<file path="src/hw/rtl/i2cmts_pkg.sv">
`timescale 1ns / 1ps

package i2cmts_pkg;

	// Transmit FIFO geometry
	localparam int TX_DEPTH = 32;
	localparam int HEAD_W   = (TX_DEPTH > 1) ? $clog2(TX_DEPTH) : 1;
	localparam int CNT_W    = $clog2(TX_DEPTH + 1);
	localparam int SUM_W    = CNT_W + 1;

	localparam logic [6:0] SLAVE_ADDR_RST = 7'h01;

	// Command modes
	typedef enum logic [1:0] {
		MODE_WRITE = 2'd0,
		MODE_READ  = 2'd1,
		MODE_EVENT = 2'd2
	} mode_t;

	// Bus actions
	typedef enum logic [2:0] {
		ACT_NONE  = 3'd0,
		ACT_START = 3'd1,
		ACT_SEND  = 3'd2,
		ACT_CONT  = 3'd3,
		ACT_STOP  = 3'd4
	} action_t;

	// Two-wire master status codes
	localparam logic [7:0] ST_START        = 8'h08;
	localparam logic [7:0] ST_REP_START    = 8'h10;
	localparam logic [7:0] ST_MT_SLA_ACK   = 8'h18;
	localparam logic [7:0] ST_MT_SLA_NACK  = 8'h20;
	localparam logic [7:0] ST_MT_DATA_ACK  = 8'h28;
	localparam logic [7:0] ST_MT_DATA_NACK = 8'h30;
	localparam logic [7:0] ST_ARB_LOST     = 8'h38;
	localparam logic [7:0] ST_MR_SLA_ACK   = 8'h40;
	localparam logic [7:0] ST_MR_SLA_NACK  = 8'h48;
	localparam logic [7:0] ST_MR_DATA_ACK  = 8'h50;
	localparam logic [7:0] ST_MR_DATA_NACK = 8'h58;

	// One result item
	typedef struct packed {
		logic       reject;
		action_t    bus_action;
		logic [7:0] out_byte;
		logic       ack_next;
		logic       rx_valid;
		logic [7:0] rx_data;
		logic       busy_res;
		logic       error;
	} result_t;

endpackage

</file>
<file path="src/hw/rtl/i2cmts_if.sv">
`timescale 1ns / 1ps

// Command / status event channel
interface i2cmts_cmd_if;
	logic       valid;
	logic       ready;
	logic [1:0] mode;
	logic [7:0] tx_byte;
	logic       last_byte;
	logic [7:0] read_length;
	logic [7:0] status_code;
	logic [7:0] rx_byte;

	modport source (output valid, mode, tx_byte, last_byte, read_length, status_code, rx_byte,
		input ready);
	modport sink (input valid, mode, tx_byte, last_byte, read_length, status_code, rx_byte,
		output ready);
endinterface

// Result channel
interface i2cmts_res_if;
	logic       valid;
	logic       ready;
	logic       reject;
	logic [2:0] bus_action;
	logic [7:0] out_byte;
	logic       ack_next;
	logic       rx_valid;
	logic [7:0] rx_data;
	logic       busy_res;
	logic       error;

	modport source (output valid, reject, bus_action, out_byte, ack_next, rx_valid, rx_data,
		busy_res, error, input ready);
	modport sink (input valid, reject, bus_action, out_byte, ack_next, rx_valid, rx_data,
		busy_res, error, output ready);
endinterface

// Configuration write channel
interface i2cmts_cfg_if;
	logic       valid;
	logic       ready;
	logic [6:0] slave_address;

	modport source (output valid, slave_address, input ready);
	modport sink (input valid, slave_address, output ready);
endinterface

</file>
<file path="src/hw/rtl/i2cmts_ram.sv">
`timescale 1ns / 1ps

// Simple dual-port RAM, one write and one registered read port
module i2cmts_ram #(
	parameter int WIDTH = 8,
	parameter int DEPTH = 32,
	parameter int AW    = (DEPTH > 1) ? $clog2(DEPTH) : 1
) (
	input  logic             clk,
	input  logic             we,
	input  logic [AW-1:0]    waddr,
	input  logic [WIDTH-1:0] wdata,
	input  logic             re,
	input  logic [AW-1:0]    raddr,
	output logic [WIDTH-1:0] rdata
);

	logic [WIDTH-1:0] mem [DEPTH];

	always_ff @(posedge clk) begin
		if (we) begin
			mem[waddr] <= wdata;
		end
		if (re) begin
			rdata <= mem[raddr];
		end
	end

endmodule

</file>
<file path="src/hw/rtl/i2c_master_transfer_sequencer_core.sv">
`timescale 1ns / 1ps

// Byte-level I2C master sequencer.
// cmd: one item per transfer; mode selects queue write byte, start read, or
//   a bus status event from the bit engine. Every item yields exactly one
//   result on res (bus action, byte to send, ack for the next byte, received
//   byte, busy and sticky error).
// cfg: 7-bit slave address; always ready, write it while the block is idle.
// Path: a result is registered in stage 1, then in the output register that drives res.
// Throughput: one item per cycle unless both stages hold unaccepted results. All
//   control state updates in the accept cycle; the transmit FIFO memory read
//   issued then is registered, which sets the two-stage depth.
// Stalls: a stage behind the output register keeps cmd ready while one
//   result waits; ready drops only when both stages hold unaccepted results.
// Reset: FIFO empty, idle, error clear, write direction, slave address 1.
//   FIFO memory contents are not cleared; only queued entries are read.

module i2c_master_transfer_sequencer_core
	import i2cmts_pkg::*;
(
	input  logic         clk,
	input  logic         arst_n,
	i2cmts_cmd_if.sink   cmd,
	i2cmts_res_if.source res,
	i2cmts_cfg_if.sink   cfg
);

	// Control state
	logic [HEAD_W-1:0] tx_head_q, tx_head_n;
	logic [CNT_W-1:0]  tx_count_q, tx_count_n;
	logic              busy_q, busy_n;
	logic              error_q, error_n;
	logic              reading_q, reading_n;
	logic [7:0]        read_target_q, read_target_n;
	logic [7:0]        read_received_q, read_received_n;
	logic              ack_en_q, ack_en_n;
	logic [6:0]        slave_address_q;

	// Pipeline
	logic    v_s1, use_ram_s1;
	result_t res_s1, res_n;
	logic    use_ram_n;
	logic    v_out_q;
	result_t res_out_q;

	logic accept, s1_adv;
	logic fifo_we;
	logic [7:0] ram_rdata;
	logic [SUM_W-1:0] wsum;
	logic [HEAD_W-1:0] waddr;
	logic [7:0] rr_inc;

	// Handshakes
	assign cfg.ready = 1'b1;
	assign s1_adv    = v_s1 && (!v_out_q || res.ready);
	assign cmd.ready = !v_s1 || s1_adv;
	assign accept    = cmd.valid && cmd.ready;

	// Configuration register
	always_ff @(posedge clk or negedge arst_n) begin
		if (!arst_n) begin
			slave_address_q <= SLAVE_ADDR_RST;
		end else if (cfg.valid) begin
			slave_address_q <= cfg.slave_address;
		end
	end

	// FIFO tail address: (head + count) mod depth
	assign wsum  = SUM_W'(tx_head_q) + SUM_W'(tx_count_q);
	assign waddr = (wsum >= SUM_W'(TX_DEPTH)) ? HEAD_W'(wsum - SUM_W'(TX_DEPTH))
		: HEAD_W'(wsum);
	assign rr_inc = (read_received_q == 8'hFF) ? read_received_q : read_received_q + 8'd1;

	// Decision logic on the accepted item
	always_comb begin
		tx_head_n       = tx_head_q;
		tx_count_n      = tx_count_q;
		busy_n          = busy_q;
		error_n         = error_q;
		reading_n       = reading_q;
		read_target_n   = read_target_q;
		read_received_n = read_received_q;
		ack_en_n        = ack_en_q;
		fifo_we         = 1'b0;
		use_ram_n       = 1'b0;
		res_n           = '0;
		res_n.bus_action = ACT_NONE;

		case (cmd.mode)
			MODE_WRITE: begin
				if (busy_q || tx_count_q == CNT_W'(TX_DEPTH)) begin
					res_n.reject = 1'b1;
				end else begin
					fifo_we    = 1'b1;
					tx_count_n = tx_count_q + CNT_W'(1);
					if (cmd.last_byte) begin
						reading_n        = 1'b0;
						busy_n           = 1'b1;
						res_n.bus_action = ACT_START;
					end
				end
			end
			MODE_READ: begin
				if (busy_q || tx_count_q != '0) begin
					res_n.reject = 1'b1;
				end else begin
					reading_n        = 1'b1;
					read_target_n    = (cmd.read_length == 8'd0) ? 8'd1 : cmd.read_length;
					read_received_n  = 8'd0;
					ack_en_n         = 1'b1;
					busy_n           = 1'b1;
					res_n.bus_action = ACT_START;
				end
			end
			MODE_EVENT: begin
				case (cmd.status_code)
					ST_START, ST_REP_START: begin
						res_n.bus_action = ACT_SEND;
						res_n.out_byte   = {slave_address_q, reading_q};
					end
					ST_MT_SLA_ACK, ST_MT_DATA_ACK: begin
						if (tx_count_q != '0) begin
							res_n.bus_action = ACT_SEND;
							use_ram_n        = 1'b1;
							tx_count_n       = tx_count_q - CNT_W'(1);
							tx_head_n        = (tx_head_q == HEAD_W'(TX_DEPTH - 1)) ? '0
								: tx_head_q + HEAD_W'(1);
						end else begin
							res_n.bus_action = ACT_STOP;
							busy_n           = 1'b0;
							ack_en_n         = 1'b0;
						end
					end
					ST_MT_SLA_NACK, ST_MT_DATA_NACK, ST_MR_SLA_NACK: begin
						res_n.bus_action = ACT_STOP;
						error_n    = 1'b1;
						busy_n     = 1'b0;
						ack_en_n   = 1'b0;
						tx_head_n  = '0;
						tx_count_n = '0;
					end
					ST_MR_SLA_ACK: begin
						if (read_target_q == 8'd1) begin
							ack_en_n = 1'b0;
						end
						res_n.bus_action = ACT_CONT;
					end
					ST_MR_DATA_ACK: begin
						res_n.rx_valid  = 1'b1;
						res_n.rx_data   = cmd.rx_byte;
						read_received_n = rr_inc;
						if (rr_inc == read_target_q - 8'd1) begin
							ack_en_n = 1'b0;
						end
						res_n.bus_action = ACT_CONT;
					end
					ST_MR_DATA_NACK: begin
						res_n.rx_valid   = 1'b1;
						res_n.rx_data    = cmd.rx_byte;
						read_received_n  = rr_inc;
						res_n.bus_action = ACT_STOP;
						busy_n           = 1'b0;
						ack_en_n         = 1'b0;
					end
					default: begin
						// arbitration lost or unknown code
						error_n    = 1'b1;
						busy_n     = 1'b0;
						ack_en_n   = 1'b0;
						tx_head_n  = '0;
						tx_count_n = '0;
					end
				endcase
			end
			default: begin
			end
		endcase

		res_n.ack_next = ack_en_n;
		res_n.busy_res = busy_n;
		res_n.error    = error_n;
	end

	// State update
	always_ff @(posedge clk or negedge arst_n) begin
		if (!arst_n) begin
			tx_head_q       <= '0;
			tx_count_q      <= '0;
			busy_q          <= 1'b0;
			error_q         <= 1'b0;
			reading_q       <= 1'b0;
			read_target_q   <= 8'd1;
			read_received_q <= 8'd0;
			ack_en_q        <= 1'b0;
		end else if (accept) begin
			tx_head_q       <= tx_head_n;
			tx_count_q      <= tx_count_n;
			busy_q          <= busy_n;
			error_q         <= error_n;
			reading_q       <= reading_n;
			read_target_q   <= read_target_n;
			read_received_q <= read_received_n;
			ack_en_q        <= ack_en_n;
		end
	end

	// Transmit FIFO storage. A pop never reads the entry written by the
	// same item, and earlier writes land at earlier edges, so no forwarding.
	// The read is enabled only on accept, so rdata holds while stage 1 stalls.
	i2cmts_ram #(
		.WIDTH (8),
		.DEPTH (TX_DEPTH)
	) u_tx_ram (
		.clk   (clk),
		.we    (accept && fifo_we),
		.waddr (waddr),
		.wdata (cmd.tx_byte),
		.re    (accept),
		.raddr (tx_head_q),
		.rdata (ram_rdata)
	);

	// Stage 1: waits for the memory read
	always_ff @(posedge clk or negedge arst_n) begin
		if (!arst_n) begin
			v_s1 <= 1'b0;
		end else if (accept) begin
			v_s1 <= 1'b1;
		end else if (s1_adv) begin
			v_s1 <= 1'b0;
		end
	end

	always_ff @(posedge clk) begin
		if (accept) begin
			res_s1     <= res_n;
			use_ram_s1 <= use_ram_n;
		end
	end

	// Output register
	always_ff @(posedge clk or negedge arst_n) begin
		if (!arst_n) begin
			v_out_q <= 1'b0;
		end else if (s1_adv) begin
			v_out_q <= 1'b1;
		end else if (res.ready) begin
			v_out_q <= 1'b0;
		end
	end

	always_ff @(posedge clk) begin
		if (s1_adv) begin
			res_out_q <= res_s1;
			if (use_ram_s1) begin
				res_out_q.out_byte <= ram_rdata;
			end
		end
	end

	assign res.valid      = v_out_q;
	assign res.reject     = res_out_q.reject;
	assign res.bus_action = res_out_q.bus_action;
	assign res.out_byte   = res_out_q.out_byte;
	assign res.ack_next   = res_out_q.ack_next;
	assign res.rx_valid   = res_out_q.rx_valid;
	assign res.rx_data    = res_out_q.rx_data;
	assign res.busy_res   = res_out_q.busy_res;
	assign res.error      = res_out_q.error;

endmodule

</file>
<file path="src/flat_wrapper.sv">
// flat-port wrapper written by rule: the top's interface ports become plain ports
module i2c_master_transfer_sequencer_core_flat import i2cmts_pkg::*;
  (clk, arst_n, cmd_valid, cmd_mode, cmd_tx_byte, cmd_last_byte, cmd_read_length, cmd_status_code, cmd_rx_byte, cmd_ready, res_valid, res_reject, res_bus_action, res_out_byte, res_ack_next, res_rx_valid, res_rx_data, res_busy_res, res_error, res_ready, cfg_valid, cfg_slave_address, cfg_ready);
  i2cmts_cmd_if cmd_i ();
  i2cmts_res_if res_i ();
  i2cmts_cfg_if cfg_i ();
  input  logic clk;
  input  logic arst_n;
  input wire logic [$bits(cmd_i.valid)-1:0] cmd_valid;
  input wire logic [$bits(cmd_i.mode)-1:0] cmd_mode;
  input wire logic [$bits(cmd_i.tx_byte)-1:0] cmd_tx_byte;
  input wire logic [$bits(cmd_i.last_byte)-1:0] cmd_last_byte;
  input wire logic [$bits(cmd_i.read_length)-1:0] cmd_read_length;
  input wire logic [$bits(cmd_i.status_code)-1:0] cmd_status_code;
  input wire logic [$bits(cmd_i.rx_byte)-1:0] cmd_rx_byte;
  output wire logic [$bits(cmd_i.ready)-1:0] cmd_ready;
  output wire logic [$bits(res_i.valid)-1:0] res_valid;
  output wire logic [$bits(res_i.reject)-1:0] res_reject;
  output wire logic [$bits(res_i.bus_action)-1:0] res_bus_action;
  output wire logic [$bits(res_i.out_byte)-1:0] res_out_byte;
  output wire logic [$bits(res_i.ack_next)-1:0] res_ack_next;
  output wire logic [$bits(res_i.rx_valid)-1:0] res_rx_valid;
  output wire logic [$bits(res_i.rx_data)-1:0] res_rx_data;
  output wire logic [$bits(res_i.busy_res)-1:0] res_busy_res;
  output wire logic [$bits(res_i.error)-1:0] res_error;
  input wire logic [$bits(res_i.ready)-1:0] res_ready;
  input wire logic [$bits(cfg_i.valid)-1:0] cfg_valid;
  input wire logic [$bits(cfg_i.slave_address)-1:0] cfg_slave_address;
  output wire logic [$bits(cfg_i.ready)-1:0] cfg_ready;
  assign cmd_i.valid = cmd_valid;
  assign cmd_i.mode = cmd_mode;
  assign cmd_i.tx_byte = cmd_tx_byte;
  assign cmd_i.last_byte = cmd_last_byte;
  assign cmd_i.read_length = cmd_read_length;
  assign cmd_i.status_code = cmd_status_code;
  assign cmd_i.rx_byte = cmd_rx_byte;
  assign cmd_ready = cmd_i.ready;
  assign res_valid = res_i.valid;
  assign res_reject = res_i.reject;
  assign res_bus_action = res_i.bus_action;
  assign res_out_byte = res_i.out_byte;
  assign res_ack_next = res_i.ack_next;
  assign res_rx_valid = res_i.rx_valid;
  assign res_rx_data = res_i.rx_data;
  assign res_busy_res = res_i.busy_res;
  assign res_error = res_i.error;
  assign res_i.ready = res_ready;
  assign cfg_i.valid = cfg_valid;
  assign cfg_i.slave_address = cfg_slave_address;
  assign cfg_ready = cfg_i.ready;
  i2c_master_transfer_sequencer_core u_core (.clk(clk), .arst_n(arst_n), .cmd(cmd_i), .res(res_i), .cfg(cfg_i));
endmodule
</file>
<file path="config.mk">
export PLATFORM = sky130hd
export DESIGN_NAME = i2c_master_transfer_sequencer_core_flat
export DESIGN_NICKNAME = d
export VERILOG_FILES = /design/src/hw/rtl/i2cmts_pkg.sv /design/src/hw/rtl/i2cmts_if.sv /design/src/hw/rtl/i2cmts_ram.sv /design/src/hw/rtl/i2c_master_transfer_sequencer_core.sv /design/src/flat_wrapper.sv
export SDC_FILE = /design/constraint.sdc
export NUM_CORES = 1
export LEC_CHECK = 0
export BUFFER_PORTS_ARGS = -buffer_cell sky130_fd_sc_hd__buf_2
export CORE_UTILIZATION = 40
export CTS_CLUSTER_SIZE = 16
export DETAILED_ROUTE_END_ITERATION = 10
export PLACE_DENSITY = 0.57
export SKIP_CTS_REPAIR_TIMING = 1
export SYNTH_ARGS = -nofsm -noshare
export SYNTH_HDL_FRONTEND = slang
export SYNTH_SLANG_ARGS = --single-unit
export TNS_END_PERCENT = 100
</file>
<file path="constraint.sdc">
create_clock -name clk -period 2.7 [get_ports clk]
set_input_delay 0.135 -clock clk [delete_from_list [all_inputs] [get_ports clk]]
set_output_delay 0.135 -clock clk [all_outputs]
set_load 0.02 [all_outputs]
</file>
# Yosys cells after proc, flatten, opt, wreduce, memory -nomap -nowiden
# Memory sizes are Yosys's and may differ from the RTL's. A register that Yosys moved wholly into a read port is not among the register bits.
# Cells that the tools add are included.
totals:
  reg_bits: 89
  ram_bits: 256
  in_bits: 47
  memories: 1
mem_list:
  columns: ["memory", "words", "width", "read_ports", "rd_clocked_by_memory_dff", "write_ports", "line_no", "source"]
  rows:
  - ["u_core.u_tx_ram.mem", 32, 8, 1, 1, 1, "i2cmts_ram.sv:18", "logic [WIDTH-1:0] mem [DEPTH];"]
op_classes:
  add_sub_neg: 7
  order_cmp: 1
  eq_ne: 24
  mux: 51
  n_bitwise: 2
  reduce_logical: 33
op_table:
  columns: ["op", "n"]
  rows:
  - ["$mux 8", 5]
  - ["$eq 8x7->1 const B", 4]
  - ["$mux 1", 27]
  - ["$eq 8x6->1 const B", 3]
  - ["$pmux 6 s2", 2]
  - ["$eq 8x5->1 const B", 2]
  - ["$pmux 8 s2", 1]
  - ["$mux 5", 3]
  - ["$mux 6", 2]
  - ["$pmux 3 s4", 1]
  - ["$ne 2x2->1 const B", 5]
  - ["$pmux 5 s2", 1]
  - ["$reduce_and 5->1", 2]
  - ["$reduce_bool 2->1", 5]
  - ["$mux 9", 1]
  - ["$pmux 3 s3", 1]
  - ["$add 8x1->8 const B", 1]
  - ["$eq 8x1->1 const B", 1]
  - ["$eq 8x4->1 const B", 1]
  - ["$eq 8x8->1", 1]
  - ["$eq 8x8->1 const B", 1]
  - ["$logic_not 8->1", 1]
  - ["$pmux 1 s2", 4]
  - ["$reduce_and 4->1", 2]
  - ["other kinds (28)", 41]

# Logic depth before layout (Yosys ltp)
# Gate-level depths: netlist (run 1).
depth:
  word_depth: 8
  ltp_mapped: 9

# Modules after synthesis
# Synthesis (run 1) repeated with hierarchy kept, for this count alone.
unflattened:
  cells_unflattened: 881
  hier_area_um2: 15051.9
modules_own_cells:
  columns: ["mod", "instances", "cells_each", "area_each_um2", "seq_area_each_um2"]
  rows:
  - ["i2cmts_ram", 1, 417, 10133.5, 7927.6]
  - ["i2c_master_transfer_sequencer_core", 1, 464, 4918.5, 2474.9]

# Worst setup path before layout (run 1)
# OpenSTA, ideal clock, no wires.
synth_path:
  path_kind: "register to register"
  startpoint: "reg u_core.v_out_q, in the netlist u_core.res.valid"
  endpoint: "reg u_core.tx_count_q[2]"
  setup_time_ps: 132
  arrival_time_ps: 2882
  path_slack_ps: -314
  stages_incl_launch_ff: 8
  synth_period_minus_slack_ps: 3014
  cell_sequence: "dfrtp_1 > nand3b_1 > and2_1 > clkbuf_1 > o211ai_1 > buf_2 > o31ai_1 > o31ai_1"
synth_between:
  elab_chain_len: 6
synth_rtl:
  columns: ["element", "line_no", "source"]
  rows:
  - ["start: declaration", "i2c_master_transfer_sequencer_core.sv:43", "logic v_out_q;"]
  - ["start signal: assignment", "i2c_master_transfer_sequencer_core.sv:244", "v_out_q <= 1'b0;"]
  - ["start signal: assignment", "i2c_master_transfer_sequencer_core.sv:246", "v_out_q <= 1'b1;"]
  - ["start signal: assignment", "i2c_master_transfer_sequencer_core.sv:248", "v_out_q <= 1'b0;"]
  - ["$logic_not 1->1", "i2c_master_transfer_sequencer_core.sv:55", "assign s1_adv = v_s1 && (!v_out_q || res.ready);"]
  - ["$logic_or 1x1->1", "i2c_master_transfer_sequencer_core.sv:55", null]
  - ["$logic_and 1x1->1", "i2c_master_transfer_sequencer_core.sv:55", null]
  - ["$logic_or 1x1->1", "i2c_master_transfer_sequencer_core.sv:56", "assign cmd.ready = !v_s1 || s1_adv;"]
  - ["net cmd_ready", "flat_wrapper.sv:16", "output wire logic [$bits(cmd_i.ready)-1:0] cmd_ready;"]
  - ["$logic_and 1x1->1", "i2c_master_transfer_sequencer_core.sv:57", "assign accept = cmd.valid && cmd.ready;"]
  - ["net u_core.accept", "i2c_master_transfer_sequencer_core.sv:46", "logic accept, s1_adv;"]
  - ["$reduce_and 5->1 (no line)", null, null]
  - ["end signal: assignment", "i2c_master_transfer_sequencer_core.sv:197", "tx_count_q <= tx_count_n;"]
  - ["end: declaration", "i2c_master_transfer_sequencer_core.sv:30", "logic [CNT_W-1:0] tx_count_q, tx_count_n;"]
# The timed path passes the listed nets, and every way through them passes these cells.
# A chain may end at the register's enable or synchronous reset.

==> results of run 1 <==
==> power by group through the flow <==
stage	clock, mW	sequential, mW	combinational [mW]
after global placement	0	6.47	1.37
after detailed placement	0	6.48	1.39
after global routing	5.24	6.39	1.61
final	4.93	6.37	1.47
after floorplan	0	6.46	0.865
after CTS	5.05	6.37	1.40
==> cell usage after synthesis (3+ instances only) <==
library cell	n
nor4_1	4
nand3_1	13
a21o_1	5
buf_6	4
xnor2_1	11
edfxtp_1	313
nor3_1	12
o31ai_1	7
clkbuf_1	13
buf_2	13
a31oi_1	6
o21ai_0	19
nor2b_1	4
nand4_1	4
ha_1	16
a21boi_0	3
mux4_2	80
nand2_1	37
and2_1	21
nor2_1	64
xor2_1	8
o211ai_1	3
or3_1	3
dfrtp_1	38
and3_1	7
inv_1	14
mux2_2	30
a21oi_1	26
nand2b_1	5
buf_1	5
a211oi_1	3
nand3b_1	3
o21ai_1	8
==> layer usage <==
layer	track usage	vias up	wire length, um
li1	-	3706	-
met1	0.248	4069	14500
met2	0.262	249	15000
met3	0.0296	60	1790
met4	0.0547	0	896
met5	0	-	0
==> final timing paths <==
check                                                start                               endpoint
hold reg to reg                 u_core.res_s1[0]$_DFFE_PP_             u_core.res.error$_DFFE_PP_
setup reg to reg           u_core.tx_head_q[0]$_DFFE_PN0P_     u_core.u_tx_ram.rdata[1]$_DFFE_PP_
min in group asynchronous                           arst_n  u_core.read_received_q[6]$_DFFE_PN0P_
setup / recovery           u_core.tx_head_q[0]$_DFFE_PN0P_     u_core.u_tx_ram.rdata[1]$_DFFE_PP_
max in group asynchronous                           arst_n  u_core.slave_address_q[0]$_DFFE_PN1P_
hold / removal                          cmd_status_code[5]            u_core.res_s1[22]$_DFFE_PP_
==> worst reg2reg max path: stages (launching register included) <==
cell	delay (ns)
dfrtp_4	0.41
buf_4	0.13
buf_12	0.32
mux4_2	0.65
mux4_2	0.56
mux2_2	0.31
==> cell families after synthesis <==
| group | count (synthesis) | share of synthesized area |
|---|---|---|
| AOI/OAI and AO/OA | 97 | 0.0409 |
| xor gates and xnor gates | 19 | 0.0113 |
| adders and majority gates | 17 | 0.0149 |
| buffers and inverters | 51 | 0.0164 |
| DFF | 353 | 0.704 |
| muxes | 112 | 0.146 |
| other | 1 | 0.000254 |
| and+or+nand+nor | 193 | 0.0657 |
==> sequential cells by signal, summed over array words and instances (netlist names), 7 cells and up <==
signal	cells
u_core.read_received_q	8
u_core.read_target_q	8
u_core.res.out_byte	8
u_core.res.rx_data	8
u_core.res_s1	24
u_core.slave_address_q	7
u_core.u_tx_ram.mem	256
u_core.u_tx_ram.rdata	8
==> final cells by class <==
class / instances / area share
clock buffers: 48 / 0.0560
inverters: 15 / 0.00319
clock inverters: 17 / 0.00999
flip-flops and latches: 353 / 0.589
multi-input cells: 439 / 0.237
well taps: 468 / 0.0332
repair buffers: 175 / 0.0715
==> through the flow <==
stage                     setup TNS (ns)  utilization
after detailed placement           -3.84        0.441
after floorplan                   -0.928            -
final                                  0        0.485
after CTS                          -5.83        0.473
after global placement             -2.54        0.441
after global routing              -0.217        0.485
==> summary.txt, run 1 <==
Setup path
  • CP top delay family: multiplexers
  • CP Max Fanout: 46
  • Critical-path cell list: buf_4 -> buf_12 -> mux4_2 -> mux4_2 -> mux2_2
  • Cell depth of the worst setup path: 5
  • Crit. End Element: flop
  • Startpoint types: flop
  • Max stage delay on crit path: 0.60 ns
  • CP required: ~3.0 ns
  • Reg2reg setup slack: between 0.07 and 0.08 ns
  • CP bufs+invs: 2
  • Critical Path Most Common Cell: mux4_2
  • Critical path's slowest cell: mux4_2
  • WS Path Type: flop to flop
  • Path depth of the worst reg2reg path: 5
  • WP data arrival: between 2 and 3 ns

STA
  • Slew Limit Fails: 0
  • Period utilization: 0.971
  • Max_slew headroom: 0.502
  • Max frequency: 381 MHz
  • RSZ-0062 raised after global routing: yes
  • Clock skew: 0.0264 ns
  • Hold_ws: 0.127 ns
  • Final hold violations: 0
  • Final setup viols: 0
  • Worst Setup Slack, final: between 0.07 and 0.08 ns
  • Fin crit period: 2.62 ns
  • Slew @ Worst Pin: 0.747 ns

Final layout
  • Fraction of layout cells with a size suffix above 1: 0.312
  • Most frequent cells in the layout: 313 x edfxtp_1, 80 x mux4_2, 72 x buf_2, 64 x buf_4, 61 x nor2_1
  • Area growth syn-to-layout: 19.6%
  • Multi-input gate area: 0.00418 mm^2
  • Most common cell after layout, fill and taps aside: edfxtp_1
  • Fin cells: 1515
  • Register Area: 0.0104 mm^2
  • Ant diodes: 0
  • Fillers: 3076
  • Fin area: 0.0177 mm^2
  • Number of nets in the layout: 1086

Run
  • Max cap viols: 0

Synth
  • Cells after Synth: 843
  • Post-synth ARST share: 0.113
  • Syn. warnings: 0
  • Share of the synthesized area in the top cell type: 0.636
  • Seq/Total Area, Yosys: 0.704
  • Post-synth top area cell: edfxtp_1
  • Top post-synthesis cells by area: edfxtp_1 64%, mux4_2 12%, dfrtp_1 6.4%, mux2_2 2.3%, nor2_1 1.6%
  • Area of the mapped netlist: 0.0148 mm^2
  • Seq cells post-synth: 353
  • Mean Syn Cell Area: about 18 um^2
  • Syn_nets: 907
  • Post-synth EDFFs: 313
  • Ys flop type: edfxtp_1
  • Yosys cell types: 66

Placed design
  • Port Buffers: 72
  • Post-DP HPWL: 20.7 mm
  • DP Area: approximately 0.016 mm^2
  • Routability congestion estimate: approximately 0.81
  • Inst Count DP: approximately 1400
  • Worst slack, placed: -0.0655 ns

Clocking
  • CTS HTree Levels: 2
  • Clock sink count: 353
  • Worst-Skew Late Latency: 0.53 ns
  • Num CTS Buffers: 38
  • Clk slew on worst S/H paths: 0.06 ns
  • Clock Path Buffers: 3
  • CTS root buf: clkbuf_16
  • TritonCTS clock tree: yes

Floorplan
  • Row Count: 70
  • Die height: between 150 and 200 um
  • Die Wd: 194 um
  • Core footprint: 0.0364 mm^2
  • IO Pins: 74
  • Initial core utilization: 0.405
  • Die ar.: 0.0377 mm^2

GRT
  • First-pass GRT wire length: 48.2 mm
  • Global route total overflow: 0
  • Vias in the first global route: just under 8000
  • Initial antenna violation count: 0
  • Largest net degree at the start of global routing: 47
  • Total track usage: 0.170

Route
  • Starting DRC count in detailed routing: between 400 and 500
  • First-pass DRT Iterations: 5
  • WL per Instance: between 20 and 25 um
  • Remaining antenna violation count after routing: 0
  • Drt via density: 5.34
  • WL final: between 30 and 40 mm
  • Via Count: 8084
  • # DRC: 0

Power
  • Power Density: a little over 700 mW/mm^2
  • Psw: 3.07 mW
  • Power Internal: 9.70 mW
  • Total chip power: roughly 13 mW
  • Sequential Power Share: 0.499
  • Clock share of power: 0.386
  • VDD IR max: 0.000503 V
  • Comb pwr share: 0.115
  • Sw Ratio: 0.240
  • Leak: 6.08 nW

Worst hold path
  • Worst hold path type: input port to flop
  • Hold path depth: 3

Outcome
  • Status: finished clean
Note: power is estimated with default switching activity, not from simulation.
==> run 2, diff against run 1 <==
==> constraint.sdc (replaced) <==
create_clock -name clk -period 2.3 [get_ports clk]
set_input_delay 0.115 -clock clk [delete_from_list [all_inputs] [get_ports clk]]
set_output_delay 0.115 -clock clk [all_outputs]
set_load 0.02 [all_outputs]
==> run 2 against run 1 <==
Against the previous run:
- the run now ends with negative hold slack, negative setup slack left
- cell count increased by 1.7%
- register-to-register slack got worse by 0.31 ns
- sequential cell count stayed put
- clock skew down 0.0048 ns
- sequential share of layout area fell by 3.2 points
- non-clock buffer count is 21 higher
- worst setup slack lost 0.31 ns
- fmax is 3.7% higher
- critical path depth increased by 3
- largest power group unchanged
==> summary.txt, run 2 (synthesized netlist as in run 1, its figures left out) <==
Setup path
  • Path depth of the worst reg2reg path: 8 (+3)
  • Crit. End Element: flop
  • Reg2reg setup slack: -0.23 ns (-0.31 ns)
  • CP required: 2.51 ns (-0.46 ns)
  • RR Startpoint: u_core.tx_head_q[0]$_DFFE_PN0P_
  • Startpoint types: flop
  • Crit path launch: u_core.tx_head_q[0]$_DFFE_PN0P_
  • WS Path Type: flop to flop
  • CP Max Fanout: 8 (-83%)
  • WP data arrival: 2.74 ns (-0.15 ns)
  • Reg2reg end: u_core.u_tx_ram.mem[20][2]$_DFFE_PP_

Run
  • Max cap viols: 0 (unchanged)

Route
  • DR top layer: met4
  • Wl on met1: 15.2 mm (+5.0%)
  • Remaining antenna violation count after routing: 0 (unchanged)
  • WL final: 33.2 mm (+3.0%)
  • Starting DRC count in detailed routing: 463 (-3.1%)
  • # DRC: 0 (unchanged)
  • Via Count: 8210 (+1.6%)
  • Met2 WL: 15.9 mm (+5.7%)
  • WL per Instance: 21.5 um (+1.3%)
  • Routed wl met3: 1.56 mm (-13%)
  • First-pass DRT Iterations: 5 (unchanged)
  • Drt via density: 5.33 (-0.15%)

STA
  • Max frequency: 395 MHz (+3.7%)
  • Fin crit period: 2.53 ns (-0.0937 ns)
  • Hold_ws: -0.0333 ns (-0.160 ns)
  • Final hold violations: 8 (+8)
  • Slew @ Worst Pin: 0.731 ns (-0.0159 ns)
  • Clock skew: 0.0216 ns (-0.00482 ns)
  • RSZ-0062 raised after global routing: yes
  • Worst Setup Slack, final: -0.229 ns (-0.306 ns)
  • Final setup viols: 264 (+264)
  • Period utilization: 1.10 (+0.128)
  • Slew Limit Fails: 0 (unchanged)
  • Max_slew headroom: 0.512 (+0.0106)

GRT
  • First-pass GRT wire length: 49.3 mm (+2.2%)
  • Initial antenna violation count: 0 (unchanged)
  • Total track usage: 0.173 (+0.00252)
  • Largest net degree at the start of global routing: 35 (-26%)
  • Vias in the first global route: 8136 (+3.9%)
  • Global route total overflow: 0 (unchanged)

Power
  • VDD IR max: 0.000431 V (-14%)
  • Total chip power: 16.2 mW (+27%)
  • Power Density: 867 mW/mm^2 (+20%)
  • Comb pwr share: 0.144 (+0.029)
  • Sw Ratio: 0.246 (+0.00553)
  • Power Internal: 12.2 mW (+26%)
  • Leak: 6.35 nW (+4.4%)
  • Psw: 3.98 mW (+30%)
  • Sequential Power Share: 0.461 (-0.038)
  • Clock share of power: 0.395 (+0.009)

Outcome
  • Failing checks: negative hold slack, negative setup slack
  • Status: finished, violations left

Worst hold path
  • Hold_sp: cmd_last_byte
  • Worst hold path type: input port to flop
  • Hold path depth: 4 (+1)
  • Worst Hold End: u_core.reading_q$_DFFE_PN0P_

Clocking
  • TritonCTS clock tree: yes
  • Worst-Skew Late Latency: 0.53 ns (about the same)
  • Clock sink count: 353 (unchanged)
  • Clock Path Buffers: 3 (unchanged)
  • Num CTS Buffers: 38 (unchanged)
  • CTS HTree Levels: 2 (unchanged)
  • Clk slew on worst S/H paths: 0.06 ns (about the same)
  • CTS root buf: clkbuf_16

Final layout
  • Fin cells: 1541 (+1.7%)
  • Ant diodes: 0 (unchanged)
  • Top reg by flops: u_core.u_tx_ram.mem
  • Area growth syn-to-layout: 26.5%
  • Fraction of layout cells with a size suffix above 1: 0.405 (+0.0931)
  • Fin area: 0.0187 mm^2 (+5.7%)
  • Most common cell after layout, fill and taps aside: edfxtp_1
  • Max FFs per register: 256 (unchanged)
  • Most frequent cells in the layout: 313 x edfxtp_1, 80 x mux4_2, 73 x buf_2, 70 x buf_4, 42 x clkbuf_16
  • Largest registers: u_core.u_tx_ram.mem: 256 flops, u_core.res_s1: 24 flops
  • Number of nets in the layout: 1107 (+1.9%)

Floorplan
  • Die ar.: 0.0377 mm^2 (unchanged)
  • IO Pins: 74 (unchanged)
  • Die height: 194 um (unchanged)
  • Row Count: 70 (unchanged)
  • Initial core utilization: 0.405 (unchanged)
  • Die Wd: 194 um (unchanged)
  • Core footprint: 0.0364 mm^2 (unchanged)

Placed design
  • Worst slack, placed: -0.229 ns (-0.164 ns)
  • Port Buffers: 72 (unchanged)
  • Inst Count DP: 1428 (+0.92%)
  • DP Area: 0.0166 mm^2 (+3.0%)
  • Post-DP HPWL: 21.6 mm (+4.2%)
  • Routability congestion estimate: 0.808 (+0.36%)
-- run 2: cell types whose count changed in the layout (fill, tap and decap cells not counted), sizes merged --
| cell | delta |
|---|---|
| inv | +1 |
| clkinvlp | +3 |
| clkinv | +1 |
| buf | +25 |
| dlygate4sd3 | -8 |
| bufinv | +4 |
-- run 2: stage by stage --
step	utilization	TNS (ns)
after floorplan	-	-2.56
after global placement	0.455	-36.29
after detailed placement	0.455	-41.64
after CTS	0.491	-45.87
after global routing	0.513	-61.23
final	0.513	-38.75
-- run 2: layout make-up --
type	count	area (um^2)
inverters	15	56.3
well taps	468	586
repair buffers	196	1650
clock inverters	26	333
fillers	2939	17800
flip-flops and latches	353	10400
multi-input cells	439	4660
clock buffers	44	983
-- run 2: worst max-delay path by stage --
| stage | to | cells after the start | slack, ns |
|---|---|---|---|
| floorplan | u_core.u_tx_ram.mem[31][0]$_DFFE_PP_ | 8 | -0.06 |
| global placement | u_core.u_tx_ram.mem[27][5]$_DFFE_PP_ | 8 | -0.21 |
| detailed placement | u_core.u_tx_ram.mem[23][0]$_DFFE_PP_ | 8 | -0.23 |
| CTS | u_core.u_tx_ram.mem[27][5]$_DFFE_PP_ | 8 | -0.25 |
| global route | u_core.u_tx_ram.mem[23][1]$_DFFE_PP_ | 8 | -0.31 |
| finish | u_core.u_tx_ram.mem[20][2]$_DFFE_PP_ | 8 | -0.23 |
-- run 2: per-layer routing --
layer	GRT usage	vias up
li1	-	3752
met2	0.276	241
met4	0.0426	0
met5	0	-
met1	0.251	4181
met3	0.0249	36
-- run 2: power groups by stage --
stage | sequential, mW | clock (mW) | combinational, mW
6_report | 7.47 | 6.39 | 2.33
5_1_grt | 7.50 | 6.76 | 2.52
4_1_cts | 7.46 | 6.50 | 2.04
3_5_place_dp | 7.59 | 0 | 2.03
3_3_place_gp | 7.59 | 0 | 2.01
2_1_floorplan | 7.58 | 0 | 1.22
-- run 2: worst max-delay path: stages (launching register included) --
cell	delay, ns
dfrtp_4	0.49
ha_4	0.17
fa_2	0.34
a21o_1	0.19
a21oi_4	0.20
xnor2_4	0.19
and2_4	0.26
nand2b_4	0.12
nor2_4	0.25
